===== src/design/tatu_pkg.sv =====
// ----------------------------------------------------------------------------
// tatu_pkg: shared types and constants for the thermistor temperature unit
// Register indexes, fixed-point widths, status codes and the per-cell payload.
// ----------------------------------------------------------------------------
package tatu_pkg;

  localparam int ADC_BITS_DEF = 12;
  localparam int LOG_FRAC = 24;
  localparam int MANT_W = 32;                 // Q30 mantissa, value < 2^32
  localparam int LOG_W = 5 + LOG_FRAC;        // unsigned log2 of a 32-bit value
  localparam int L2_W = LOG_W + 3;            // signed sum of four logs
  localparam int DEN_W = 56;
  localparam int NUM_W = 64;
  localparam int QUO_W = 20;                  // centikelvin quotient bits
  localparam logic [29:0] LN2_Q30 = 30'd744261118;
  localparam int TEMP_MAX = 100000;
  localparam int KELVIN_CENTI = 27315;

  localparam logic [2:0] REG_BETA = 3'd0;
  localparam logic [2:0] REG_RREF = 3'd1;
  localparam logic [2:0] REG_RNOM = 3'd2;
  localparam logic [2:0] REG_TNOM = 3'd3;

  localparam logic [1:0] ST_OK = 2'd0;
  localparam logic [1:0] ST_RAIL = 2'd1;
  localparam logic [1:0] ST_SAT = 2'd2;

  // One log2 lane: mantissa being squared and the fraction bits found so far
  typedef struct packed {
    logic [MANT_W-1:0] m;
    logic [4:0] n;
    logic [LOG_FRAC-1:0] frac;
  } log_lane_t;

  // Everything one request carries down the row
  typedef struct packed {
    logic vld;
    logic rail;
    log_lane_t [3:0] lane;                    // rref, code, full-code, rnom
    logic [15:0] beta;
    logic signed [17:0] t0c;
    logic signed [L2_W-1:0] l2;
    logic signed [DEN_W-1:0] den;
    logic [NUM_W-1:0] num;                    // becomes remainder during divide
    logic [QUO_W-1:0] quo;
  } item_t;

endpackage


===== src/design/tatu_div_cell.sv =====
// ----------------------------------------------------------------------------
// tatu_div_cell: one restoring-division step
// Compares remainder with den shifted by BIT_POS, emits one quotient bit.
// ----------------------------------------------------------------------------
module tatu_div_cell #(
  parameter int BIT_POS = 0
) (
  input  logic clk,
  input  logic rst,
  input  tatu_pkg::item_t din,
  output tatu_pkg::item_t dout
);

  tatu_pkg::item_t dout_next;
  logic [tatu_pkg::NUM_W+tatu_pkg::QUO_W-1:0] dsh;

  always_comb begin
    dout_next = din;
    dsh = (tatu_pkg::NUM_W + tatu_pkg::QUO_W)'(unsigned'(din.den)) << BIT_POS;
    if (!din.rail && din.den > 0 &&
        dsh <= (tatu_pkg::NUM_W + tatu_pkg::QUO_W)'(din.num)) begin
      dout_next.num = din.num - dsh[tatu_pkg::NUM_W-1:0];
      dout_next.quo[BIT_POS] = 1'b1;
    end
  end

  always_ff @(posedge clk) begin
    if (rst) dout.vld <= 1'b0;
    else dout.vld <= dout_next.vld;
    dout[$bits(dout)-2:0] <= dout_next[$bits(dout)-2:0];
  end

endmodule

===== config.mk =====
export PLATFORM = sky130hd
export DESIGN_NAME = tatu_div_cell
export DESIGN_NICKNAME = d
export VERILOG_FILES = /design/src/design/tatu_pkg.sv /design/src/design/tatu_div_cell.sv
export SDC_FILE = /design/constraint.sdc
export NUM_CORES = 1
export LEC_CHECK = 0
export ABC_CLOCK_PERIOD_IN_PS = 5200
export BUFFER_PORTS_ARGS = -buffer_cell sky130_fd_sc_hd__buf_2
export CAP_MARGIN = 0
export CELL_PAD_IN_SITES_DETAIL_PLACEMENT = 2
export CELL_PAD_IN_SITES_GLOBAL_PLACEMENT = 2
export CORE_AREA = 2 2 356 358
export DETAILED_ROUTE_END_ITERATION = 10
export DIE_AREA = 0 0 358 360
export PLACE_DENSITY_LB_ADDON = 0.1
export REMOVE_ABC_BUFFERS = 1
export SYNTH_ARGS = -nofsm -noshare
export SYNTH_HDL_FRONTEND = slang
export SYNTH_SLANG_ARGS = --single-unit

===== constraint.sdc =====
create_clock -name clk -period 5.2 [get_ports clk]
set_input_delay 0.52 -clock clk [delete_from_list [all_inputs] [get_ports clk]]
set_output_delay 0.52 -clock clk [all_outputs]
set_load 0.05 [all_outputs]

==> flow_metrics.env <==
export IMPL_status="complete, no violations"
export IMPL_grt_pass1_vias=15963
export IMPL_setup_viol=0
export IMPL_top_register="dout"
export IMPL_cts_hold_buffers=381
export IMPL_cts_buffers=61
export IMPL_cts_tree="done"
export IMPL_slew_headroom_pct=43.7
export IMPL_postPlaceCellArea_sq_um=20200
export IMPL_required_ns=5.77
export IMPL_grt_first_pass_wirelength_mm=145
export IMPL_synth_compound_area_share_pct=10.0
export IMPL_grt_usage_pct=16.7
export IMPL_final_cell_mix="buf_2 (905), dfxtp_1 (452), dlygate4sd3_1 (381), a21oi_1 (83), inv_1 (72)"
export IMPL_coreArea_sq_um=125000
export IMPL_synth_edf_count=0
export IMPL_synth_top_family_by_area="compound AO/OA/AOI/OAI gates"
export IMPL_path_class="in -> reg"
export IMPL_finalSetupTns_ns=0
export IMPL_io_buffers=905
export IMPL_grt_overflow=0
export IMPL_cp_end_kind="register"
export IMPL_drt_total_wl_mm=112
export IMPL_p_per_area_nw_per_um2=401
export IMPL_cp_cell_sequence="dlygate4sd3_1, buf_2, ha_1, fa_1, nand2b_1, a211o_1, a211o_1, o211ai_1, a41oi_1, buf_4, o2111ai_1, nand2_1, o31ai_1, xor2_1, mux2_2"
export IMPL_yosys_area_share_simple_pct=7.67
export IMPL_hold_violations=0
export IMPL_die_area_sq_um=129000
export IMPL_cts_path_max_buffers=3
export IMPL_cp_slowest_stage_delay_ns=0.53
export IMPL_pin_count=906
export IMPL_final_cell_area_sq_um=26200
export IMPL_worstPathMaxFanout=4
export IMPL_worst_pin_slew_ns=0.836
export IMPL_synth_area_sq_um=13600
export IMPL_cts_setup_buffers=0
export IMPL_antenna_found_initial=63
export IMPL_clk_pin_slew_ns=0.06
export IMPL_path_common_cell="a211o_1"
export IMPL_peakVddDrop_mv=0.254
export IMPL_largest_register_ffs=452
export IMPL_yosys_area_share_xor_xnor_pct=3.67
export IMPL_ys_flop_type="dfxtp_1"
export IMPL_synth_async_sr_flop_share_pct=0
export IMPL_ys_seq_area_share_pct=66.5
export IMPL_drtPass1Iterations=4
export IMPL_hpwl_mm=95.6
export IMPL_layout_commonest_cell="buf_2"
export IMPL_ys_ff_latch=452
export IMPL_ant_nets=0
export IMPL_dr_total_vias=14190
export IMPL_arrival_ns=4.71
export IMPL_fp_dieH_um=360
export IMPL_syn_avg_cell_area_sq_um=12.0
export IMPL_via_per_inst=3.38
export IMPL_synth_mux_area_share_pct=3.96
export IMPL_drtIter0Drc=410
export IMPL_start_util_pct=10.9
export IMPL_grt_max_degree=31
export IMPL_synth_fa_ha_area_share_pct=5.30
export IMPL_crit_path_start_kind="primary input"
export IMPL_crit_family="compound AO/OA/AOI/OAI gates"
export IMPL_maxSlewViolCount=0
export IMPL_cts_sinks=452
export IMPL_timing_final_crit_share_pct=79.8
export IMPL_fin_nets=2982
export IMPL_root_buffer="clkbuf_16"
export IMPL_drc=0
export IMPL_largestRegisters="dout (452)"
export IMPL_dieWidth_um=358
export IMPL_place_congestion=0.824
export IMPL_max_cap_viol_count=0
export IMPL_cp_slowest_cell="dlygate4sd3_1"
export IMPL_period_minus_slack_ns=4.15
export IMPL_routedWlPerCell_um=26.6
export IMPL_hp_class="in -> reg"
export IMPL_leakagePower_nw=12.1
export IMPL_yosysUniqueCellTypes=58
export IMPL_rsz0062_at_grt="false"
export IMPL_num_rows=130
export IMPL_syn_to_final_growth_pct=92.8
export IMPL_ctsHtreeMaxLevel=2
export IMPL_max_freq_mhz=241
export IMPL_crit_buf_inv=3
export IMPL_syn_inst=1138
export IMPL_yosys_warnings=0
export IMPL_post_cts_resized=0
export IMPL_drive_gt1_share_pct=42.5
through the flow:
stage	utilization [%]	cells	hold WS, ns	power, mW	setup slack, ns
6_report	21.0	4202	0.0758	10.5	1.05
3_5_place_dp	16.1	3677	0.624	5.83	0.754
4_1_cts	20.9	4172	0.00882	10.8	0.994
3_3_place_gp	16.1	3677	0.623	5.83	0.785
5_1_grt	21.0	4192	0.0258	11.0	0.855
2_1_floorplan	-	1113	0.548	5.01	1.48
where the power goes:
group	internal [mW]	total (mW)	switching, mW	leakage (nW)
registers	3.68	3.75	0.0668	3.81
logic	0.683	2.23	1.55	7.21
clock network	2.73	4.52	1.79	1.06
cell families (layout without fill, tap and decap cells):
logic type               after synthesis  after routing
AO/OA/AOI/OAI                        220            220
XOR/XNOR                              57             57
adder cells (fa/ha/maj)               57             57
buffers and inverters                 97           1481
flip-flops                           452            452
multiplexers                          48             48
other                                  0             30
AND/OR/NAND/NOR                      207            207
synth_stat cells, types with 7 or more instances:
cell      number  area share (%)
mux2_2        46             3.8
nor4_1        21            0.97
dfxtp_1      452              67
nand3_1       12            0.44
xor2_1        26             1.7
clkbuf_1      11            0.30
nand4_1       19            0.87
nor3_1        12            0.44
nor2_1        40             1.1
nand2b_1      14            0.64
nand2_1       60             1.7
xnor2_1       31             2.0
a21o_1        21             1.2
a21oi_1       83             3.1
and2_1         7            0.32
o31ai_1        9            0.50
ha_1          56             5.2
o21a_1         8            0.44
or3_1          9            0.41
o21bai_1      11            0.61
inv_1         72             2.0
o21ai_0       45             1.7
buf_2         11            0.40
final cells by class:
| cell class | count | area [sq um] |
|---|---|---|
| Multi-Input combinational cell | 589 | 4170 |
| Tap cell | 1650 | 2060 |
| Fill cell | 14211 | 98700 |
| Clock buffer | 90 | 1830 |
| Sequential cell | 452 | 9050 |
| Timing Repair Buffer | 1295 | 8420 |
| Antenna cell | 30 | 75.1 |
| Inverter | 72 | 270 |
| Clock inverter | 24 | 342 |
routing by layer:
metal | up-vias | part of all wire (%) | global-route usage [%]
met5 | - | 0.13 | 0
met4 | 24 | 2.2 | 4.03
met3 | 131 | 8.9 | 5.86
met2 | 571 | 49 | 29.1
met1 | 6857 | 40 | 19.4
li1 | 6607 | - | -
worst paths after layout:
path | from | end | slack (ns) | cells after the start
hold / removal | din[106] | dout[106] | 0.08 | 1
setup / recovery | din[84] | dout[74] | 1.05 | 15
(Power assumes the default switching activity.)
